**config.mk**
```make
export PLATFORM = sky130hd
export DESIGN_NAME = cordic_sin_cos_rotation
export DESIGN_NICKNAME = d
export VERILOG_FILES = /design/src/hw/rtl/csc_pkg.sv /design/src/hw/rtl/csc_ctrl.sv /design/src/hw/rtl/csc_datapath.sv /design/src/hw/rtl/cordic_sin_cos_rotation.sv
export SDC_FILE = /design/constraint.sdc
export NUM_CORES = 1
export LEC_CHECK = 0
export ABC_CLOCK_PERIOD_IN_PS = 9300
export BUFFER_PORTS_ARGS = -buffer_cell sky130_fd_sc_hd__buf_2
export CAP_MARGIN = 20
export CORE_MARGIN = 4
export CORE_UTILIZATION = 55
export CTS_CLUSTER_DIAMETER = 120
export CTS_CLUSTER_SIZE = 16
export DETAILED_ROUTE_END_ITERATION = 6
export HOLD_SLACK_MARGIN = 0.03
export PLACE_DENSITY = 0.74
export RECOVER_POWER = 25
export SKIP_LAST_GASP = 1
export SYNTH_ARGS = -nofsm -noshare
export SYNTH_HDL_FRONTEND = slang
export SYNTH_HIERARCHICAL = 1
export SYNTH_SLANG_ARGS = --single-unit
```
**constraint.sdc**
```tcl
create_clock -name clk_i -period 9.3 [get_ports clk_i]
set_clock_uncertainty 0.15 [all_clocks]
set_input_delay 1.395 -clock clk_i [delete_from_list [all_inputs] [get_ports clk_i]]
set_output_delay 1.395 -clock clk_i [all_outputs]
set_load 0.02 [all_outputs]
```
**src/hw/rtl/csc_pkg.sv**
```systemverilog
// Package with the types, widths and constants of the sine and cosine block.
package csc_pkg;

  // Field widths of the request and result.
  localparam int ANGLE_W = 15;
  localparam int OUT_W   = 16;

  // Datapath widths: coordinates and residual angle are scaled by 2^16.
  localparam int XY_W   = 19;
  localparam int Z_W    = 19;
  localparam int ATAN_W = 16;
  localparam int IDX_W  = 4;

  // Gain compensation and output rounding.
  localparam int GAIN_W      = 16;
  localparam int PROD_W      = XY_W + GAIN_W + 1;
  localparam int ROUND_SHIFT = 18;
  localparam logic [GAIN_W-1:0] GainQ16 = 16'd39797;
  localparam int OutMax = 16384;

  // Start value of the x coordinate, 1.0 scaled by 2^16.
  localparam logic signed [XY_W-1:0] XStart = XY_W'(65536);

  // Controller states.
  typedef enum logic [1:0] {
    ST_IDLE,
    ST_ROT,
    ST_FIN
  } csc_state_e;

  // Commands from the controller to the datapath.
  typedef struct packed {
    logic load;
    logic step;
    logic finish;
  } csc_cmd_t;

  // Status from the datapath to the controller.
  typedef struct packed {
    logic last_iter;
  } csc_status_t;

  // Arc tangent of 2^-idx scaled by 2^16, rounded to nearest.
  function automatic logic [ATAN_W-1:0] atan_lut(input logic [IDX_W-1:0] idx);
    logic [ATAN_W-1:0] val;
    unique case (idx)
      4'd0:    val = 16'd51472;
      4'd1:    val = 16'd30385;
      4'd2:    val = 16'd16055;
      4'd3:    val = 16'd8150;
      4'd4:    val = 16'd4091;
      4'd5:    val = 16'd2047;
      4'd6:    val = 16'd1024;
      4'd7:    val = 16'd512;
      4'd8:    val = 16'd256;
      4'd9:    val = 16'd128;
      4'd10:   val = 16'd64;
      4'd11:   val = 16'd32;
      4'd12:   val = 16'd16;
      4'd13:   val = 16'd8;
      4'd14:   val = 16'd4;
      default: val = 16'd2;
    endcase
    return val;
  endfunction

endpackage

```
**src/hw/rtl/csc_ctrl.sv**
```systemverilog
// Controller state machine that sequences the micro-rotations and the output register.
module csc_ctrl (
  input  logic                 clk_i,
  input  logic                 rst_ni,
  input  logic                 s_axis_tvalid,
  output logic                 s_axis_tready,
  output logic                 m_axis_tvalid,
  input  logic                 m_axis_tready,
  input  csc_pkg::csc_status_t status_i,
  output csc_pkg::csc_cmd_t    cmd_o
);
  import csc_pkg::*;

  csc_state_e state_q, state_d;
  logic       out_valid_q, out_valid_d;

  // State and output valid registers.
  always_ff @(posedge clk_i or negedge rst_ni) begin
    if (!rst_ni) begin
      state_q     <= ST_IDLE;
      out_valid_q <= 1'b0;
    end else begin
      state_q     <= state_d;
      out_valid_q <= out_valid_d;
    end
  end

  // Next state and commands.
  always_comb begin
    state_d       = state_q;
    cmd_o         = '0;
    s_axis_tready = 1'b0;
    unique case (state_q)
      ST_IDLE: begin
        s_axis_tready = 1'b1;
        if (s_axis_tvalid) begin
          cmd_o.load = 1'b1;
          state_d    = ST_ROT;
        end
      end
      ST_ROT: begin
        cmd_o.step = 1'b1;
        if (status_i.last_iter) begin
          state_d = ST_FIN;
        end
      end
      ST_FIN: begin
        // Wait until the output register is empty or is being emptied.
        if (!out_valid_q || m_axis_tready) begin
          cmd_o.finish = 1'b1;
          state_d      = ST_IDLE;
        end
      end
      default: begin
        state_d = ST_IDLE;
      end
    endcase
  end

  // A new result fills the output register; a taken result empties it.
  always_comb begin
    out_valid_d = out_valid_q;
    if (out_valid_q && m_axis_tready) begin
      out_valid_d = 1'b0;
    end
    if (cmd_o.finish) begin
      out_valid_d = 1'b1;
    end
  end

  assign m_axis_tvalid = out_valid_q;

endmodule

```
**src/hw/rtl/csc_datapath.sv**
```systemverilog
// Datapath with the rotation registers, iteration counter, gain stage and output register.
module csc_datapath #(
  parameter int ITERATIONS = 13
) (
  input  logic                                clk_i,
  input  logic                                rst_ni,
  input  csc_pkg::csc_cmd_t                   cmd_i,
  output csc_pkg::csc_status_t                status_o,
  input  logic signed [csc_pkg::ANGLE_W-1:0]  angle_i,
  output logic signed [csc_pkg::OUT_W-1:0]    cos_value_o,
  output logic signed [csc_pkg::OUT_W-1:0]    sin_value_o
);
  import csc_pkg::*;

  localparam int CNT_W = (ITERATIONS > 1) ? $clog2(ITERATIONS) : 1;

  logic signed [XY_W-1:0] x_q, x_d, y_q, y_d;
  logic signed [Z_W-1:0]  z_q, z_d;
  logic [CNT_W-1:0]       cnt_q, cnt_d;
  logic signed [OUT_W-1:0] cos_q, sin_q;
  logic signed [XY_W-1:0] dx, dy;
  logic signed [Z_W-1:0]  atan_val;

  // Multiply by the gain, round half up and saturate to plus or minus one.
  function automatic logic signed [OUT_W-1:0] scale(input logic signed [XY_W-1:0] v);
    logic signed [PROD_W-1:0] prod;
    logic signed [PROD_W-1:0] res;
    logic signed [PROD_W-1:0] sat_hi;
    logic signed [PROD_W-1:0] sat_lo;
    sat_hi = PROD_W'(OutMax);
    sat_lo = -PROD_W'(OutMax);
    prod   = v * $signed({1'b0, GainQ16});
    res    = (prod + (PROD_W'(1) <<< (ROUND_SHIFT - 1))) >>> ROUND_SHIFT;
    if (res > sat_hi) begin
      res = sat_hi;
    end else if (res < sat_lo) begin
      res = sat_lo;
    end
    return OUT_W'(res);
  endfunction

  // Shifted terms and table angle of the current step.
  assign dx       = y_q >>> cnt_q;
  assign dy       = x_q >>> cnt_q;
  assign atan_val = $signed(Z_W'(atan_lut(IDX_W'(cnt_q))));

  // Load the start vector or apply one micro-rotation.
  always_comb begin
    x_d   = x_q;
    y_d   = y_q;
    z_d   = z_q;
    cnt_d = cnt_q;
    if (cmd_i.load) begin
      x_d   = XStart;
      y_d   = '0;
      z_d   = Z_W'($signed({angle_i, 3'b000}));
      cnt_d = '0;
    end else if (cmd_i.step) begin
      if (!z_q[Z_W-1]) begin
        x_d = x_q - dx;
        y_d = y_q + dy;
        z_d = z_q - atan_val;
      end else begin
        x_d = x_q + dx;
        y_d = y_q - dy;
        z_d = z_q + atan_val;
      end
      cnt_d = cnt_q + CNT_W'(1);
    end
  end

  // Working registers.
  always_ff @(posedge clk_i or negedge rst_ni) begin
    if (!rst_ni) begin
      x_q   <= '0;
      y_q   <= '0;
      z_q   <= '0;
      cnt_q <= '0;
    end else begin
      x_q   <= x_d;
      y_q   <= y_d;
      z_q   <= z_d;
      cnt_q <= cnt_d;
    end
  end

  // Output register, loaded with the scaled results.
  always_ff @(posedge clk_i or negedge rst_ni) begin
    if (!rst_ni) begin
      cos_q <= '0;
      sin_q <= '0;
    end else if (cmd_i.finish) begin
      cos_q <= scale(x_q);
      sin_q <= scale(y_q);
    end
  end

  assign status_o.last_iter = (cnt_q == CNT_W'(ITERATIONS - 1));
  assign cos_value_o        = cos_q;
  assign sin_value_o        = sin_q;

endmodule

```
**src/hw/rtl/cordic_sin_cos_rotation.sv**
```systemverilog
// Top level of the CORDIC sine and cosine block.
// Usage:
//   The slave channel takes one request: an angle in radians, Q2.13, meant
//   for plus or minus pi/2. The master channel returns one result per
//   request: the cosine and sine, each Q2.14 and saturated to plus or minus one.
//   A request is accepted only while the block is idle. It then runs
//   ITERATIONS shift-add micro-rotations, one per clock, and then the gain
//   multiply, rounding and saturation into the output register.
//   The result shows on the master channel in the same cycle in which the
//   block is idle again and can take the next request; the single shared
//   rotation unit takes a new request only once the last one has left it.
//   If the receiver stalls, the result waits in the output register while
//   the next request is already taken and rotated; only the final gain step
//   waits for the output register to empty.
//   Reset clears the controller and the output valid; no request is pending.
module cordic_sin_cos_rotation #(
  parameter int ITERATIONS = 13
) (
  input  logic        clk_i,
  input  logic        rst_ni,
  input  logic        s_axis_tvalid,
  output logic        s_axis_tready,
  input  logic [15:0] s_axis_tdata,  // [14:0] angle, [15] zero fill
  output logic        m_axis_tvalid,
  input  logic        m_axis_tready,
  output logic [31:0] m_axis_tdata   // [15:0] cos_value, [31:16] sin_value
);
  import csc_pkg::*;

  csc_cmd_t    cmd;
  csc_status_t status;
  logic signed [OUT_W-1:0] cos_value;
  logic signed [OUT_W-1:0] sin_value;

  // Sequencer.
  csc_ctrl u_ctrl (
    .clk_i         (clk_i),
    .rst_ni        (rst_ni),
    .s_axis_tvalid (s_axis_tvalid),
    .s_axis_tready (s_axis_tready),
    .m_axis_tvalid (m_axis_tvalid),
    .m_axis_tready (m_axis_tready),
    .status_i      (status),
    .cmd_o         (cmd)
  );

  // Rotation unit and output register.
  csc_datapath #(
    .ITERATIONS (ITERATIONS)
  ) u_datapath (
    .clk_i       (clk_i),
    .rst_ni      (rst_ni),
    .cmd_i       (cmd),
    .status_o    (status),
    .angle_i     ($signed(s_axis_tdata[ANGLE_W-1:0])),
    .cos_value_o (cos_value),
    .sin_value_o (sin_value)
  );

  assign m_axis_tdata = {sin_value, cos_value};

endmodule

```
==> impl_metrics.toml <==
[detailed_routing]
antenna_left = 0
vias = 16500
first_pass_iters = 7
drt_iter0_markers = 1007
routed_wl_mm = 50.8
viasPerCell = 5.71
drc = 6
wl_per_cell_microns = 17.6

[floorplanning]
dieArea_sq_mm = 0.0437
die_w_microns = 209
io_pins = 54
fp-row-count = 73
core_sq_mm = 0.0398
start_util_pct = 55.8
fp.dieH_microns = 209

[placed_design]
post-dp-hpwl_mm = 41.0
port_buffers = 52
place_congestion = 0.904

[sta]
fin_crit_ns = 7.88
slew_headroom_pct = -40.0
slew_viol_final = 114
setup_viol = 0
fmax_ghz = 0.127
fin_crit_sh_pct = 84.7
rsz0062_at_grt = "false"
hold_viol = 0
tns_ns = 0
tightest_slew_ns = 2.10

[global_route]
grt_usage_pct = 23.9
grt_pass1_wl_mm = 85.6
antenna_found_initial = 1
grt.overflow.total = 0
grt_pass1_vias = 17300
grt_max_degree = 67

[synthesis]
yosysWarnings = 6
synth_edf_count = 0
async_flop_share_pct = 100
syn_nets = 3020
syn_avg_cell_area_sq_um = 9.43
syn-cell-area_sq_mm = 0.0222
syn_inst = 2355
synth_cell_types = 91
ys_seq_area_share_pct = 10.8
ys.flop_type = "dfrtp_1"
ys_ff_latch = 96

[layout]
antenna_cells = 0
drive_gt1_share_pct = 5.61
syn2layout_area_growth_pct = 4.47
fin_nets = 3030

[clock_tree]
cts.sinks = 96
post_cts_resized = 0
cts_tree = "built"
cts_setup_buffers = 0
clk_path_buf_depth = 2
cts_root_buf = "clkbuf_16"
clock_latency_ns = 0.40
cts_hold_buf = 0
cts_htree_levels = 3
path_clk_slew_ns = 0.08
cts_buffers = 9

[flow_run]
drv_cap = 3

[outcome]
status = "finished, violations left"
violations = "DRC, capacitance limit, slew limit"

[critical_path]
critical_path.max_fanout = 12
setup.worst_path.start_class = "flip-flop"
critical_path_arrival_ns = 8.01
critPathCaptureType = "flip-flop"
r2r_cells = 23
cp.required_ns = 9.43
critical_path_class = "flip-flop to flip-flop"

[min_path]
min_path_type = "flip-flop to flip-flop"
hold_path_depth = 1
## final cells by class
class,count,area [sq um]
multi-input combinational,1687,17600
fill,3438,16600
sequential,96,2400
inverter,507,1900
tap,525,657
timing repair buffer,64,320
clock buffer,10,229
clock inverter,6,91.3
## routing by layer
layer	part of all wire, %	GRT usage [%]
met1	43	31.9
met4	1.7	5.56
met5	0.014	0
met3	4.9	3.84
met2	50	41.3
## metrics by stage
stage          hold WS [ns]  cell area [sq um]  util [%]  setup slack (ns)  instances
6_report              0.340              23200      58.3              1.42       2895
5_1_grt               0.363              23200      58.3             0.995       2895
4_1_cts               0.340              23200      58.3              1.28       2894
3_5_place_dp          0.318              22900      57.5              1.30       2878
3_3_place_gp          0.314              22900      57.5              1.51       2878
2_1_floorplan         0.333              22200         -              2.43       2355
## cells in the mapped netlist (15+ instances only)
cell      count  share of area (%)
mux4_2       32                3.2
nor2b_1      21               0.59
clkbuf_1     37               0.63
mux2_2       15               0.76
a21o_1       34                1.1
inv_1       501                8.5
nor3_1       30               0.68
a31oi_1      15               0.42
fa_1        288                 26
o21ai_0      67                1.5
nand2_1     108                1.8
a211oi_1     19               0.64
dfrtp_1      96                 11
ha_1        357                 20
xnor2_1      79                3.1
nand3_1      25               0.56
a21oi_1     114                2.6
or3_1        23               0.65
mux2i_1      54                2.4
nor2_1      135                2.3
xor2_1       38                1.5
## sequential cells by signal (all words and copies together) (netlist names)
name and count:
u_datapath/y_q 19, u_datapath/x_q 19, u_datapath/z_q 19, u_ctrl/m_axis_tvalid 1
u_ctrl/state_q 2, u_datapath/sin_value_o 16, u_datapath/cnt_q 4, u_datapath/cos_value_o 16
## worst max-delay path, cell delays in order (launching register included)
cell and delay, ns:
dfrtp_1 0.76, ha_1 0.41, fa_1 0.57, inv_1 0.06
fa_1 0.49, inv_1 0.05, fa_1 0.49, fa_1 0.49
inv_1 0.05, fa_1 0.47, inv_1 0.04, ha_1 0.32
nand3_1 0.11, o221ai_1 0.23, o221ai_1 0.26, nor4b_1 0.62
o211ai_2 0.25, o211ai_2 0.30, o21ba_2 0.27, mux2_2 0.36
o31ai_1 0.26, o211ai_1 0.17, buf_4 0.23, o41ai_1 0.35
## cell usage in the layout (no fill, tap or decap), types with 28 or more instances in the layout
cell | synthesis | final
inv_1 | 501 | 501
a21o_1 | 34 | 34
mux4_2 | 32 | 32
xnor2_1 | 79 | 79
dfrtp_1 | 96 | 95
a21oi_1 | 114 | 114
o21ai_0 | 67 | 67
nor2_1 | 135 | 135
mux2i_1 | 54 | 54
ha_1 | 357 | 357
nand2_1 | 108 | 108
buf_2 | 8 | 28
xor2_1 | 38 | 38
nor3_1 | 30 | 30
fa_1 | 288 | 288
## cells by family (layout without fill, tap and decap cells)
| group | Yosys count | count (layout) | share of synthesized area, % |
|---|---|---|---|
| compound gates | 387 | 387 | 11.6 |
| xor+xnor | 117 | 117 | 4.61 |
| fa+ha+maj | 645 | 645 | 46.1 |
| buf+inv | 572 | 587 | 9.96 |
| flops | 96 | 96 | 10.8 |
| mux | 114 | 114 | 7.54 |
| simple gates | 424 | 424 | 9.38 |
## path summary, 6_finish.rpt
check	startpoint	endpoint	slack, ns
worst max register to register	u_datapath/x_q[11]$_DFFE_PN0P_	u_datapath/cos_value_o[0]$_DFFE_PN0P_	1.42
worst max-delay path	u_datapath/x_q[11]$_DFFE_PN0P_	u_datapath/cos_value_o[0]$_DFFE_PN0P_	1.42
min in group asynchronous	rst_ni	u_ctrl/m_axis_tvalid$_DFFE_PN0P_	1.38
max in group asynchronous	rst_ni	u_datapath/cnt_q[0]$_DFFE_PN0P_	5.76
worst min-delay path	u_datapath/sin_value_o[6]$_DFFE_PN0P_	u_datapath/sin_value_o[6]$_DFFE_PN0P_	0.34
worst min register to register	u_datapath/sin_value_o[6]$_DFFE_PN0P_	u_datapath/sin_value_o[6]$_DFFE_PN0P_	0.34
Power is not shown: default switching activity piles up to over one toggle a cycle in this logic, so the estimate is an artifact.
